## src/rtl/lpg_pkg.sv

```systemverilog
// ----------------------------------------------------------------------------
// lpg_pkg
// Shared constants and helpers of the line point generator: queue sizing
// and the width of one queued line description.
// ----------------------------------------------------------------------------
package lpg_pkg;

  // depth of the queue between setup and stepping
  localparam int unsigned QueueDepth = 2;
  localparam int unsigned QPtrBits   = $clog2(QueueDepth);

  // one queued line: swapped, minor_down, start, end, minor start,
  // major span, minor span
  function automatic int unsigned lpg_entry_bits(input int unsigned coord_bits);
    return 5 * coord_bits + 2;
  endfunction

endpackage

```

## src/rtl/line_point_generator.sv

```systemverilog
// The first point of a line passes the queue, the stepper's load registers and
// the output register before it can be popped. Points of a line come out one
// per cycle while the consumer pops; each line is loaded, then walked step by step.
// Requests with no major extent are dropped at setup.
// A two-entry queue lets new requests in while the stepper walks a line.
// Reset (rst_ni low, asynchronous) empties the queue and the output register.
// ----------------------------------------------------------------------------
// line_point_generator
// Integer Bresenham rasterizer: one line request in, one point per major
// step out, the final point of each line marked.
// ----------------------------------------------------------------------------
module line_point_generator #(
  parameter int unsigned COORD_BITS = 6
) (
  input  logic                  clk_i,
  input  logic                  rst_ni,
  input  logic                  push,
  output logic                  full,
  input  logic [COORD_BITS-1:0] start_x_i,
  input  logic [COORD_BITS-1:0] start_y_i,
  input  logic [COORD_BITS-1:0] end_x_i,
  input  logic [COORD_BITS-1:0] end_y_i,
  output logic                  empty,
  input  logic                  pop,
  output logic [COORD_BITS-1:0] point_x_o,
  output logic [COORD_BITS-1:0] point_y_o,
  output logic                  last_point_o
);
  import lpg_pkg::*;

  localparam int unsigned EntryBits = lpg_entry_bits(COORD_BITS);

  logic                 q_push, q_full, q_pop, q_valid;
  logic [EntryBits-1:0] q_wdata, q_rdata;

  // front end: classify and order
  lpg_setup #(.COORD_BITS(COORD_BITS)) u_setup (
    .push_i    (push),
    .full_o    (full),
    .start_x_i (start_x_i),
    .start_y_i (start_y_i),
    .end_x_i   (end_x_i),
    .end_y_i   (end_y_i),
    .q_full_i  (q_full),
    .q_push_o  (q_push),
    .q_data_o  (q_wdata)
  );

  // decoupling queue
  lpg_fifo #(.WIDTH(EntryBits)) u_fifo (
    .clk_i   (clk_i),
    .rst_ni  (rst_ni),
    .push_i  (q_push),
    .data_i  (q_wdata),
    .full_o  (q_full),
    .pop_i   (q_pop),
    .valid_o (q_valid),
    .data_o  (q_rdata)
  );

  // back end: point stepping
  lpg_stepper #(.COORD_BITS(COORD_BITS)) u_stepper (
    .clk_i        (clk_i),
    .rst_ni       (rst_ni),
    .q_valid_i    (q_valid),
    .q_data_i     (q_rdata),
    .q_pop_o      (q_pop),
    .empty_o      (empty),
    .pop_i        (pop),
    .point_x_o    (point_x_o),
    .point_y_o    (point_y_o),
    .last_point_o (last_point_o)
  );

endmodule

```

## src/rtl/lpg_setup.sv

```systemverilog
// ----------------------------------------------------------------------------
// lpg_setup
// Front end: takes a line request, picks the major axis, orders the
// endpoints, computes spans and writes one line description into the queue.
// Lines with no major extent produce nothing and are dropped here.
// ----------------------------------------------------------------------------
module lpg_setup #(
  parameter int unsigned COORD_BITS = 6
) (
  input  logic                  push_i,
  output logic                  full_o,
  input  logic [COORD_BITS-1:0] start_x_i,
  input  logic [COORD_BITS-1:0] start_y_i,
  input  logic [COORD_BITS-1:0] end_x_i,
  input  logic [COORD_BITS-1:0] end_y_i,
  input  logic                  q_full_i,
  output logic                  q_push_o,
  output logic [lpg_pkg::lpg_entry_bits(COORD_BITS)-1:0] q_data_o
);
  import lpg_pkg::*;

  typedef struct packed {
    logic                  swapped;
    logic                  minor_down;
    logic [COORD_BITS-1:0] major_pos;
    logic [COORD_BITS-1:0] major_end;
    logic [COORD_BITS-1:0] minor_pos;
    logic [COORD_BITS-1:0] major_span;
    logic [COORD_BITS-1:0] minor_span;
  } line_t;

  logic [COORD_BITS-1:0] span_x, span_y;
  logic                  steep;
  logic [COORD_BITS-1:0] a1, a2, b1, b2;
  line_t                 line;

  // classify and order endpoints
  always_comb begin
    span_x = (start_x_i > end_x_i) ? start_x_i - end_x_i : end_x_i - start_x_i;
    span_y = (start_y_i > end_y_i) ? start_y_i - end_y_i : end_y_i - start_y_i;
    steep  = span_y > span_x;
    if (steep) begin
      a1 = start_y_i; b1 = start_x_i; a2 = end_y_i; b2 = end_x_i;
    end else begin
      a1 = start_x_i; b1 = start_y_i; a2 = end_x_i; b2 = end_y_i;
    end
    line.swapped = steep;
    if (a1 > a2) begin
      line.major_pos = a2;
      line.major_end = a1;
      line.minor_pos = b2;
      line.minor_down = !(b2 < b1);
      line.major_span = a1 - a2;
    end else begin
      line.major_pos = a1;
      line.major_end = a2;
      line.minor_pos = b1;
      line.minor_down = !(b1 < b2);
      line.major_span = a2 - a1;
    end
    line.minor_span = (b1 > b2) ? b1 - b2 : b2 - b1;
  end

  assign full_o   = q_full_i;
  assign q_push_o = push_i && !q_full_i && (line.major_span != '0);
  assign q_data_o = line;

endmodule

```

## src/rtl/lpg_fifo.sv

```systemverilog
// ----------------------------------------------------------------------------
// lpg_fifo
// Short register queue that decouples line setup from point stepping.
// ----------------------------------------------------------------------------
module lpg_fifo #(
  parameter int unsigned WIDTH = 32
) (
  input  logic             clk_i,
  input  logic             rst_ni,
  input  logic             push_i,
  input  logic [WIDTH-1:0] data_i,
  output logic             full_o,
  input  logic             pop_i,
  output logic             valid_o,
  output logic [WIDTH-1:0] data_o
);
  import lpg_pkg::*;

  logic [WIDTH-1:0]    mem_q [QueueDepth];
  logic [QPtrBits-1:0] wr_ptr_q, rd_ptr_q;
  logic [QPtrBits:0]   cnt_q, cnt_d;
  logic                do_push, do_pop;

  assign full_o  = cnt_q == (QPtrBits+1)'(QueueDepth);
  assign valid_o = cnt_q != '0;
  assign data_o  = mem_q[rd_ptr_q];
  assign do_push = push_i && !full_o;
  assign do_pop  = pop_i && valid_o;

  always_comb begin
    cnt_d = cnt_q;
    if (do_push && !do_pop) begin
      cnt_d = cnt_q + 1'b1;
    end else if (do_pop && !do_push) begin
      cnt_d = cnt_q - 1'b1;
    end
  end

  // pointers and fill count
  always_ff @(posedge clk_i or negedge rst_ni) begin
    if (!rst_ni) begin
      wr_ptr_q <= '0;
      rd_ptr_q <= '0;
      cnt_q    <= '0;
    end else begin
      if (do_push) begin
        wr_ptr_q <= wr_ptr_q + 1'b1;
      end
      if (do_pop) begin
        rd_ptr_q <= rd_ptr_q + 1'b1;
      end
      cnt_q <= cnt_d;
    end
  end

  // storage
  always_ff @(posedge clk_i) begin
    if (do_push) begin
      mem_q[wr_ptr_q] <= data_i;
    end
  end

endmodule

```

## src/rtl/lpg_stepper.sv

```systemverilog
// ----------------------------------------------------------------------------
// lpg_stepper
// Back end: loads one queued line and walks it one major step per beat,
// tracking the doubled integer error term; points leave through an output
// register so stepping continues while the consumer pops.
// ----------------------------------------------------------------------------
module lpg_stepper #(
  parameter int unsigned COORD_BITS = 6
) (
  input  logic                  clk_i,
  input  logic                  rst_ni,
  input  logic                  q_valid_i,
  input  logic [lpg_pkg::lpg_entry_bits(COORD_BITS)-1:0] q_data_i,
  output logic                  q_pop_o,
  output logic                  empty_o,
  input  logic                  pop_i,
  output logic [COORD_BITS-1:0] point_x_o,
  output logic [COORD_BITS-1:0] point_y_o,
  output logic                  last_point_o
);
  import lpg_pkg::*;

  localparam int unsigned ErrBits = COORD_BITS + 3;

  typedef struct packed {
    logic                  swapped;
    logic                  minor_down;
    logic [COORD_BITS-1:0] major_pos;
    logic [COORD_BITS-1:0] major_end;
    logic [COORD_BITS-1:0] minor_pos;
    logic [COORD_BITS-1:0] major_span;
    logic [COORD_BITS-1:0] minor_span;
  } line_t;

  line_t                      line;
  logic                       busy_q, out_valid_q;
  logic                       swp_q, down_q;
  logic [COORD_BITS-1:0]      pos_q, end_q, minor_q, majs_q, mins_q;
  logic signed [ErrBits-1:0]  err_q, err_sub, err_add;
  logic [COORD_BITS-1:0]      px_q, py_q, minor_next;
  logic                       last_q;
  logic                       load, emit, moved, is_last;
  logic [COORD_BITS:0]        pos_inc;

  assign line    = q_data_i;
  assign load    = !busy_q && q_valid_i;
  assign q_pop_o = load;
  assign emit    = busy_q && (!out_valid_q || pop_i);

  // error update and minor step
  always_comb begin
    err_sub    = err_q - $signed({2'b00, mins_q, 1'b0});
    err_add    = err_sub + $signed({2'b00, majs_q, 1'b0});
    moved      = err_sub[ErrBits-1];
    minor_next = down_q ? minor_q - COORD_BITS'(1) : minor_q + COORD_BITS'(1);
    pos_inc    = {1'b0, pos_q} + (COORD_BITS+1)'(1);
    is_last    = pos_inc == {1'b0, end_q};
  end

  // control
  always_ff @(posedge clk_i or negedge rst_ni) begin
    if (!rst_ni) begin
      busy_q      <= 1'b0;
      out_valid_q <= 1'b0;
    end else begin
      if (load) begin
        busy_q <= 1'b1;
      end else if (emit && is_last) begin
        busy_q <= 1'b0;
      end
      if (emit) begin
        out_valid_q <= 1'b1;
      end else if (pop_i) begin
        out_valid_q <= 1'b0;
      end
    end
  end

  // line walk and output beat
  always_ff @(posedge clk_i) begin
    if (load) begin
      swp_q   <= line.swapped;
      down_q  <= line.minor_down;
      pos_q   <= line.major_pos;
      end_q   <= line.major_end;
      minor_q <= line.minor_pos;
      majs_q  <= line.major_span;
      mins_q  <= line.minor_span;
      err_q   <= $signed({3'b000, line.major_span});
    end else if (emit) begin
      pos_q <= pos_inc[COORD_BITS-1:0];
      if (moved) begin
        minor_q <= minor_next;
        err_q   <= err_add;
      end else begin
        err_q <= err_sub;
      end
    end
    if (emit) begin
      px_q   <= swp_q ? minor_q : pos_q;
      py_q   <= swp_q ? pos_q : minor_q;
      last_q <= is_last;
    end
  end

  assign empty_o      = !out_valid_q;
  assign point_x_o    = px_q;
  assign point_y_o    = py_q;
  assign last_point_o = last_q;

endmodule

```

## config.mk

```make
export PLATFORM = sky130hd
export DESIGN_NAME = line_point_generator
export DESIGN_NICKNAME = d
export VERILOG_FILES = /design/src/rtl/lpg_pkg.sv /design/src/rtl/line_point_generator.sv /design/src/rtl/lpg_setup.sv /design/src/rtl/lpg_fifo.sv /design/src/rtl/lpg_stepper.sv
export SDC_FILE = /design/constraint.sdc
export NUM_CORES = 1
export LEC_CHECK = 0
export BUFFER_PORTS_ARGS = -buffer_cell sky130_fd_sc_hd__buf_4
export CORE_MARGIN = 4
export CORE_UTILIZATION = 62
export DETAILED_ROUTE_END_ITERATION = 8
export PLACE_DENSITY_LB_ADDON = 0.1
export SLEW_MARGIN = 40
export SYNTH_ARGS = -nofsm -noshare
export SYNTH_HDL_FRONTEND = slang
export SYNTH_SLANG_ARGS = --single-unit
```

## constraint.sdc

```tcl
create_clock -name clk_i -period 3.8 [get_ports clk_i]
set_input_delay 0.38 -clock clk_i [delete_from_list [all_inputs] [get_ports clk_i]]
set_output_delay 0.38 -clock clk_i [all_outputs]
set_load 0.03 [all_outputs]
```

# Word-level counts from Yosys, hierarchy flattened
# Memory sizes are Yosys's and may differ from the RTL's.
# Cells that the tools add are included.
[word_totals]
elab_cells = 96
in_bits = 28
n_memories = 1
reg_bits = 60
ram_bits = 64
out_inout_bits = 15
[memory_table]
columns = ["memory", "depth", "word_bits", "rd", "rd_clocked_by_memory_dff", "write_ports", "line_no", "rtl"]
rows = [
  ["u_fifo.mem_q", 2, 32, 1, 0, 1, "lpg_fifo.sv:19", "logic [WIDTH-1:0] mem_q [QueueDepth];"],
]
[classes]
muxes = 27
n_eq_ne = 2
add_sub_neg = 17
magnitude_cmp = 7
n_reduce_logical = 25
[op_table]
columns = ["cell", "count"]
rows = [
  ["6-bit 2-to-1 mux", 17],
  ["6-bit subtractor", 8],
  ["6-bit greater-than comparator", 5],
  ["25-bit 2-to-1 mux", 1],
  ["6-bit < comparator", 2],
  ["2-bit nonzero test", 6],
  ["9-bit by 8-bit adder with 9-bit output", 1],
  ["1-bit logical AND", 9],
  ["9-bit 2-to-1 mux", 1],
  ["9-bit by 8-bit subtractor with 9-bit output", 1],
  ["6-bit by 1-bit adder with 7-bit output (second input constant)", 1],
  ["7-bit by 6-bit == test with 1-bit output", 1],
  ["1-bit logical NOT", 7],
  ["6-bit by 1-bit adder with 6-bit output (second input constant)", 1],
  ["1-bit 2-to-1 mux", 6],
  ["6-bit nonzero test", 1],
  ["6-bit by 1-bit subtractor with 6-bit output (second input constant)", 1],
  ["2-bit 2-to-1 mux", 2],
  ["1-bit adder (second input constant)", 2],
  ["2-bit by 1-bit adder with 2-bit output (second input constant)", 1],
  ["2-bit == test (second input constant)", 1],
  ["2-bit AND reduction", 1],
  ["2-bit by 1-bit subtractor with 2-bit output (second input constant)", 1],
  ["1-bit logical OR", 1],
]

# Logic depth before layout (Yosys ltp)
# Gate-level depths: netlist (run 1).
[depth]
depth_word = 14
ltp_mapped = 39
mapped_depth_nobuf = 36

# Hierarchy
# From an unflattened synthesis (run 1), not the netlist that was laid out.
[unflattened]
cells_unflattened = 739
hier_area_um2 = 8333.0
[modules_own_cells]
columns = ["module", "n_inst", "area_each_um2", "cells_per_inst", "seq_area_each_um2"]
rows = [
  ["lpg_stepper", 1, 3000.4, 259, 1611.5],
  ["lpg_setup", 1, 2670.1, 361, 0.0],
  ["lpg_fifo", 1, 2662.6, 119, 2021.9],
]

# Worst setup path after synthesis (run 1)
# OpenSTA, ideal clock, no wires.
[synth_timing]
kind = "in2reg"
startpoint = "input port start_y_i[0]"
endpoint = "memory u_fifo.mem_q[0][0], enable pin"
setup_ns = 0.421
stages = 33
t_arrival_ns = 7.591
required_ns = 3.379
slack_ns = -4.212
path_buffers = 4
path_cell_list = "inv_1 -> ha_1 -> inv_1 -> fa_1 -> a21o_1 -> a21o_1 -> a21o_1 -> a21oi_1 -> a31oi_1 -> a211oi_1 -> a21oi_1 -> xor2_1 -> ha_1 -> a21o_1 -> o31ai_4 -> inv_2 -> clkbuf_1 -> buf_1 -> buf_1 -> a21oi_1 -> inv_1 -> ha_1 -> ha_1 -> o21ai_0 -> maj3_1 -> mux2i_1 -> a21oi_1 -> a211oi_2 -> buf_6 -> mux2i_1 -> xor2_1 -> a41o_1 -> nor2_1"
[synth_via]
elab_chain_len = 11
word_cells_on_any_way = 16
cone_classes = "add/sub: 4; order compare: 3; mux: 6; reduce/logical: 3"
[synth_lines]
columns = ["element", "line_no", "rtl"]
rows = [
  ["start: declaration", "line_point_generator.sv:20", "input logic [COORD_BITS-1:0] start_y_i,"],
  ["6-bit subtractor or 6-bit greater-than comparator (tied branches)", "lpg_setup.sv:40", "span_y = (start_y_i > end_y_i) ? start_y_i - end_y_i : end_y_i - start_y_i;"],
  ["6-bit 2-to-1 mux (*)", "lpg_setup.sv:40", ""],
  ["6-bit greater-than comparator (*)", "lpg_setup.sv:41", "steep = span_y > span_x;"],
  ["via q_wdata[31]", "line_point_generator.sv:34", "logic [EntryBits-1:0] q_wdata, q_rdata;"],
  ["6-bit 2-to-1 mux", "lpg_setup.sv:42", "if (steep) begin"],
  ["6-bit subtractor, or another cell as far along", "lpg_setup.sv:59", "line.major_span = a2 - a1;"],
  ["25-bit 2-to-1 mux (*)", "lpg_setup.sv:48", "if (a1 > a2) begin"],
  ["6-bit nonzero test (*)", "lpg_setup.sv:65", "assign q_push_o = push_i && !q_full_i && (line.major_span != '0);"],
  ["1-bit logical AND (*)", "lpg_setup.sv:65", ""],
  ["1-bit logical AND (*)", "lpg_fifo.sv:27", "assign do_push = push_i && !full_o;"],
  ["1-bit 2-to-1 mux (*)", "lpg_fifo.sv:58", "if (do_push) begin"],
  ["1-bit 2-to-1 mux (not written as such) (*)", "lpg_fifo.sv:59", "mem_q[wr_ptr_q] <= data_i;"],
  ["end: declaration", "lpg_fifo.sv:19", ""],
]
# Mark *: on every way through the listed nets, which the timed path passes. The rest lies on a longest branch.

# Worst setup path after layout (run 1)
[layout_timing]
startpoint = "input port start_y_i[0]"
endpoint = "memory u_fifo.mem_q[0][8], enable pin"
[layout_via]
elab_chain_len = 11
word_cells_on_any_way = 16
cone_classes = "add/sub: 4; order compare: 3; mux: 6; reduce/logical: 3"
[layout_lines]
columns = ["element", "line_no"]
rows = [
  ["6-bit subtractor or 6-bit greater-than comparator (tied branches)", "lpg_setup.sv:40"],
  ["6-bit 2-to-1 mux", "lpg_setup.sv:40"],
  ["6-bit greater-than comparator", "lpg_setup.sv:41"],
  ["6-bit 2-to-1 mux", "lpg_setup.sv:42"],
  ["6-bit subtractor, or another cell as far along", "lpg_setup.sv:59"],
  ["25-bit 2-to-1 mux (*)", "lpg_setup.sv:48"],
  ["6-bit nonzero test (*)", "lpg_setup.sv:65"],
  ["1-bit logical AND (*)", "lpg_setup.sv:65"],
  ["1-bit logical AND (*)", "lpg_fifo.sv:27"],
  ["1-bit 2-to-1 mux (*)", "lpg_fifo.sv:58"],
  ["1-bit 2-to-1 mux (not written as such) (*)", "lpg_fifo.sv:59"],
]
# Mark *: on every way between the ends. The rest lies on a longest branch, timed or not.

==> out/qor.yml, run 1 <==
synthCells: 722
path_clk_slew_ns: 0.05
cp-start-kind: "input port"
yosysSeqAreaShare_pct: 45.6
ys_warn_count: 0
final_cell_mix: "buf_4, edfxtp_1, inv_1"
worst_pin_slew_ns: 0.684
antenna_left: 0
drc_errors: 0
setup_slack_ns: -2.52
die_width_um: 121
syn_to_final_growth_pct: 34.2
min-delay-start: "pop"
rsz0062_at_grt: "yes"
ios: 43
numCtsBuffers: 17
clock_skew_ns: 0.0122
fillers: 688
syn_nets: 825
status: "finished with violations"
dieArea_sq_um: 14700
grt_overflow: 0
vdd_ir_drop_max_v: 0.000525
r2r_cells: 11
synth-edff-count: 114
routed_wl_um: 23100
viasPerCell: 6.00
htree_num_levels: 4
grt_antenna_before_repair: 0
fmax_mhz: 158
die_h_um: 121
cts_buffer_depth: 2
relSlewSlack_pct: 54.4
clockRootBuffer: "clkbuf_16"
synthTopCellsByArea: "edfxtp_1, ha_1, mux2i_1"
drt-wirelength-per-cell_um: 21.0
drt-initial-drc-count: 467
grt_max_degree: 41
cts_sinks: 123
synth.distinct_cells: 57
path_class: "input port to flop"
final_layout_size_suffix_gt1_share_pct: 36.9
vias: 6592
hold_path_class: "input port to flop"
setup_viol: 129
synth_top_area_share_pct: 43.0
end_kind: "flop"
final_common_cell: "buf_4"
async_reset_ff_share_pct: 4.88
diodes: 0
r2r_start: "u_stepper.mins_q[1]"
clk-insertion-delay-late_ns: 0.42
p_per_area_nw_per_um2: 1050
r2r_slack_ns: 0.33
cp_max_fo: 8
fin_nets: 1017
drv_slew: 0
rows: 41
synth-main-ff-cell: "edfxtp_1"
crit_path_end: "u_fifo.mem_q[0][8]"
cp.arrival_ns: 6.44
period_needed_ns: 6.32
slowest_stage: "fa_2"
yosys.area.top_type: "edfxtp_1"
io_buffer_count: 42
cts_tree: "done"
dp_hpwl_um: 15300
crit_path_max_incr_delay_ns: 0.39
grt_usage_pct: 30.6
ys_ff_latch: 123
cap_violations: 0
core-area_sq_um: 12600
p_leak_uw: 0.00467
fin_crit_sh_pct: 166
rr_endpoint: "u_stepper.minor_q[5]"
grt_pass1_vias: 6725
finalHoldViolCount: 0
routabilityCongestion: 1.02
grt_pass1_wl_um: 34300
violations: "negative setup slack"
dpl.cell_count: 1049
final_util_pct: 84.6
critPathLaunch: "start_y_i[0]"
netlist_area_sq_um: 7960
first_pass_iters: 5
start_util_pct: 63.1
crit_top_cell: "a21o_1"
avgSynthCellArea_sq_um: 11.0
layout.cells.non_filler: 1099
required_ns: 3.92
state kept, by name (all words and copies together), names as in the netlist, 2 cells and up:
| signal | flops |
|---|---|
| u_stepper.minor_q | 6 |
| u_stepper.end_q | 6 |
| u_stepper.point_x_o | 6 |
| u_stepper.majs_q | 6 |
| u_stepper.pos_q | 6 |
| u_stepper.mins_q | 6 |
| u_stepper.err_q | 8 |
| u_fifo.cnt_q | 2 |
| u_stepper.point_y_o | 6 |
| u_fifo.mem_q | 64 |
power by group:
group	switching (uW)	internal (uW)
logic	3670	3100
registers	273	2540
clock network	594	1030
kinds of logic after synthesis:
group | Yosys count | share of synthesized area (%)
buf+inv | 108 | 5.22
compound gates | 159 | 12.9
flops | 123 | 45.6
xor+xnor | 46 | 5.06
fa+ha+maj | 79 | 13.2
mux | 79 | 10.4
simple gates | 128 | 7.58
how the worst min path moves through the flow:
stage / endpoint / cells after the start
6_report: u_stepper.out_valid_q / 3
3_3_place_gp: u_fifo.cnt_q[1] / 1
5_1_grt: u_stepper.out_valid_q / 3
3_5_place_dp: u_fifo.cnt_q[1] / 1
4_1_cts: u_stepper.out_valid_q / 3
2_1_floorplan: u_fifo.cnt_q[0] / 0
layout make-up:
type	count	area, sq um	area share, %
clock buffers	18	429	4.02
flip-flops and latches	123	3630	34.0
inverters	84	340	3.19
well taps	172	215	2.01
repair buffers	196	1570	14.7
repair inverters	1	6.26	0.0586
multi-input cells	491	4310	40.4
clock inverters	14	171	1.60
cell usage after synthesis, types with 2 or more instances:
cell type and n:
a211oi_1 14, a21boi_0 3, a21boi_1 2, a21o_1 23, a21oi_1 65, a221o_1 2, a221oi_1 2, a31oi_1 3
and2_1 2, and3_1 2, and4_1 3, buf_1 8, buf_2 2, clkbuf_1 13, dfrtp_1 6, dfxtp_1 3
edfxtp_1 114, fa_1 10, ha_1 65, inv_1 82, inv_2 2, maj3_1 4, mux2_2 31, mux2i_1 48
nand2_1 31, nand2b_1 3, nand3_1 8, nand4_1 2, nor2_1 51, nor2b_1 15, nor3_1 3, o211a_1 2
o21ai_0 21, o21ai_1 2, o21bai_1 7, o311ai_0 2, or3_1 2, xnor2_1 28, xor2_1 18
worst max-delay path: cells and delay by family:
| kind | cells | cell delay [ns] |
|---|---|---|
| buffers and inverters | 8 | 1.10 |
| AOI/OAI and AO/OA | 14 | 2.49 |
| muxes | 1 | 0.17 |
| xor gates and xnor gates | 1 | 0.28 |
| and+or+nand+nor | 5 | 0.89 |
| adders and majority gates | 4 | 1.12 |
metrics by stage:
step / power, uW / cell area, sq um / setup TNS (ns) / hold slack, ns / setup WS (ns)
after detailed placement: 8560 / 9670 / -301.94 / 0.193 / -2.79
after floorplan: 6510 / 8210 / -276.66 / 0.0844 / -2.64
after global placement: 8250 / 9670 / -278.18 / 0.189 / -2.59
after global routing: 11700 / 10700 / -288.23 / 0.305 / -2.68
after CTS: 10600 / 10400 / -241.73 / 0.246 / -2.32
final: 11200 / 10700 / -265.10 / 0.263 / -2.52
what timing repair did:
action,4_1_cts,5_1_grt
pin swaps,5,12
hold buffers,1,0
buffers inserted,6,10
gates resized for setup,17,39
gates cloned,0,4
setup endpoints to repair,129,129
hold endpoints to repair,6,0
per-layer routing:
layer | GRT usage (%) | share of wire [%] | vias to the layer above
met5 | 0 | 0 | -
met4 | 17.9 | 6.0 | 0
met1 | 32.1 | 36 | 3209
met2 | 57.0 | 54 | 315
met3 | 5.13 | 4.6 | 107
li1 | - | - | 2961
Note: power is estimated with default switching activity, not from simulation.
==> run 2: changes to the inputs <==
BUFFER_PORTS_ARGS = -buffer_cell sky130_fd_sc_hd__buf_2   (was -buffer_cell sky130_fd_sc_hd__buf_4)
==> out/qor.yml, run 2 (synthesis results as in run 1) <==
cp_max_fo: 8  # unchanged
final_cell_mix: "buf_4, edfxtp_1, inv_1"
setup_viol: 129  # unchanged
diodes: 0  # unchanged
cp-start-kind: "input port"
worst-path-buf-inv: 8  # unchanged
fin_nets: 1028  # +1.1%
rsz0062_at_grt: "yes"
violations: "negative setup slack"
cts_tree: "done"
vdd_ir_drop_max_v: 0.000473  # -9.9%
status: "finished with violations"
grt_overflow: 0  # unchanged
clock_skew_ns: 0.00527  # -0.00689 ns
largest_reg_flops: 64  # unchanged
drt-initial-drc-count: 872  # +87%
die_width_um: 121  # unchanged
fmax_mhz: 155  # -1.9%
routabilityCongestion: 0.942  # -7.8%
p_total_uw: 12000  # +7.4%
worst_pin_slew_ns: 0.667  # -0.0162 ns
relSlewSlack_pct: 55.5  # +1.1 points
crit_path_max_incr_delay_ns: 0.51  # +0.12 ns
power.switching_uw: 4980  # +9.8%
path_class: "input port to flop"
cp.arrival_ns: 6.57  # +0.13 ns
htree_num_levels: 4  # unchanged
ios: 43  # unchanged
combPwrFrac_pct: 64.8  # +4.4 points
first_pass_iters: 6  # +1
grt_antenna_before_repair: 0  # unchanged
layout.cells.non_filler: 1110  # +1.0%
drt-wirelength-per-cell_um: 22.7  # +8.1%
p_per_area_nw_per_um2: 1120  # +6.6%
final_common_cell: "buf_4"
grt_pass1_vias: 6637  # -1.3%
hold_path_class: "input port to flop"
grt_usage_pct: 29.3  # -1.3 points
io_buffer_count: 42  # unchanged
p_leak_uw: 0.00468  # +0.24%
core-area_sq_um: 12600  # unchanged
p_clk_share_pct: 11.9  # -2.6 points
p_seq_share_pct: 23.4  # -1.7 points
grt_max_degree: 41  # unchanged
dp_hpwl_um: 15000  # -2.3%
crit_top_cell: "a21o_1"
antenna_left: 0  # unchanged
routed_wl_um: 25200  # +9.2%
clk-insertion-delay-late_ns: 0.42  # about the same
cap_violations: 0  # unchanged
numCtsBuffers: 17  # unchanged
viasPerCell: 6.16  # +2.6%
top_regs: "u_fifo.mem_q (64), u_stepper.err_q (8)"
crit_family: "compound AO/OA/AOI/OAI gates"
pre_cts_slack_ns: -2.70  # +0.0906 ns
whs_ns: 0.361  # +0.0978 ns
period_needed_ns: 6.44  # +0.120 ns
slowest_stage: "a31oi_1"
cts_sinks: 123  # unchanged
dpl.cell_count: 1056  # +0.67%
path_clk_slew_ns: 0.05  # about the same
finalHoldViolCount: 0  # unchanged
final_layout_size_suffix_gt1_share_pct: 37.7  # +0.85 points
drc_errors: 0  # unchanged
rows: 41  # unchanged
setup_slack_ns: -2.64  # -0.120 ns
vias: 6834  # +3.7%
p_sw_share_pct: 41.4  # +0.92 points
die_h_um: 121  # unchanged
drv_slew: 0  # unchanged
clockRootBuffer: "clkbuf_16"
cts_buffer_depth: 2  # unchanged
grt_pass1_wl_um: 33100  # -3.4%
start_util_pct: 63.1  # unchanged
top_register: "u_fifo.mem_q"
end_kind: "flop"
dieArea_sq_um: 14700  # unchanged
fin_crit_sh_pct: 169  # +3.2 points
syn_to_final_growth_pct: 35.1
internal_power_uw: 7050  # +5.7%
required_ns: 3.93  # about the same
[run 2: worst reg2reg max path, stage by stage, from the launching register on]
cell and delay (ns):
edfxtp_1 0.47, inv_1 0.15, ha_1 0.24, nor2b_1 0.12, o21ai_0 0.26, a21boi_1 0.14
o21ai_0 0.27, a21boi_0 0.22, or4_1 0.46, and2_1 0.35, nor3_1 0.30, a21oi_1 0.08
o21ai_0 0.33
[run 2: worst paths after layout]
| kind | depth (start not counted) | startpoint | end | slack [ns] |
|---|---|---|---|---|
| min in group asynchronous | 2 | rst_ni | u_fifo.wr_ptr_q | 0.37 |
| hold reg to reg | 2 | u_stepper.err_q[8] | u_stepper.err_q[8] | 0.55 |
| setup reg to reg | 12 | u_stepper.mins_q[1] | u_stepper.err_q[6] | 0.29 |
| hold / removal | 3 | pop | u_stepper.out_valid_q | 0.36 |
| max in group asynchronous | 2 | rst_ni | u_fifo.cnt_q[0] | 3.27 |
| setup / recovery | 31 | start_y_i[0] | u_fifo.mem_q[0][24] | -2.64 |
[run 2: repair_timing]
item	4_1_cts	5_1_grt
endpoints found under the setup margin	129	129
pin swaps	6	15
setup buffers	2	14
endpoints found under the hold margin	6	0
resized for setup	15	68
hold buffers	1	0
gates cloned	0	6
[run 2: layout make-up]
class / instances / area (sq um)
clock inverters: 13 / 83.8
well taps: 172 / 215
clock buffers: 19 / 433
multi-input cells: 491 / 4460
inverters: 84 / 338
repair inverters: 1 / 8.76
flip-flops and latches: 123 / 3630
repair buffers: 207 / 1590
fillers: 596 / 1860
[run 2: per-stage QoR]
stage / utilization (%) / setup TNS [ns] / instance area, sq um
5_1_grt: 85.3 / -291.51 / 10800
3_3_place_gp: 76.2 / -291.00 / 9620
2_1_floorplan: - / -276.66 / 8210
4_1_cts: 81.0 / -243.22 / 10200
3_5_place_dp: 76.2 / -307.29 / 9620
6_report: 85.3 / -271.66 / 10800
[run 2: power groups by stage]
stage | Combinational [uW] | Clock, uW | Sequential [uW]
2_1_floorplan | 3770 | 0 | 2750
3_3_place_gp | 5490 | 0 | 2720
3_5_place_dp | 5720 | 0 | 2760
4_1_cts | 6090 | 1410 | 2770
5_1_grt | 8160 | 1500 | 2840
6_report | 7790 | 1430 | 2810
[run 2: routing by layer]
layer	global-route usage (%)	up-vias	routed length, um
met5	0	-	0
met2	53.3	496	12800
met3	4.06	124	1990
li1	-	2989	-
met4	16.9	0	1480
met1	32.5	3225	8930
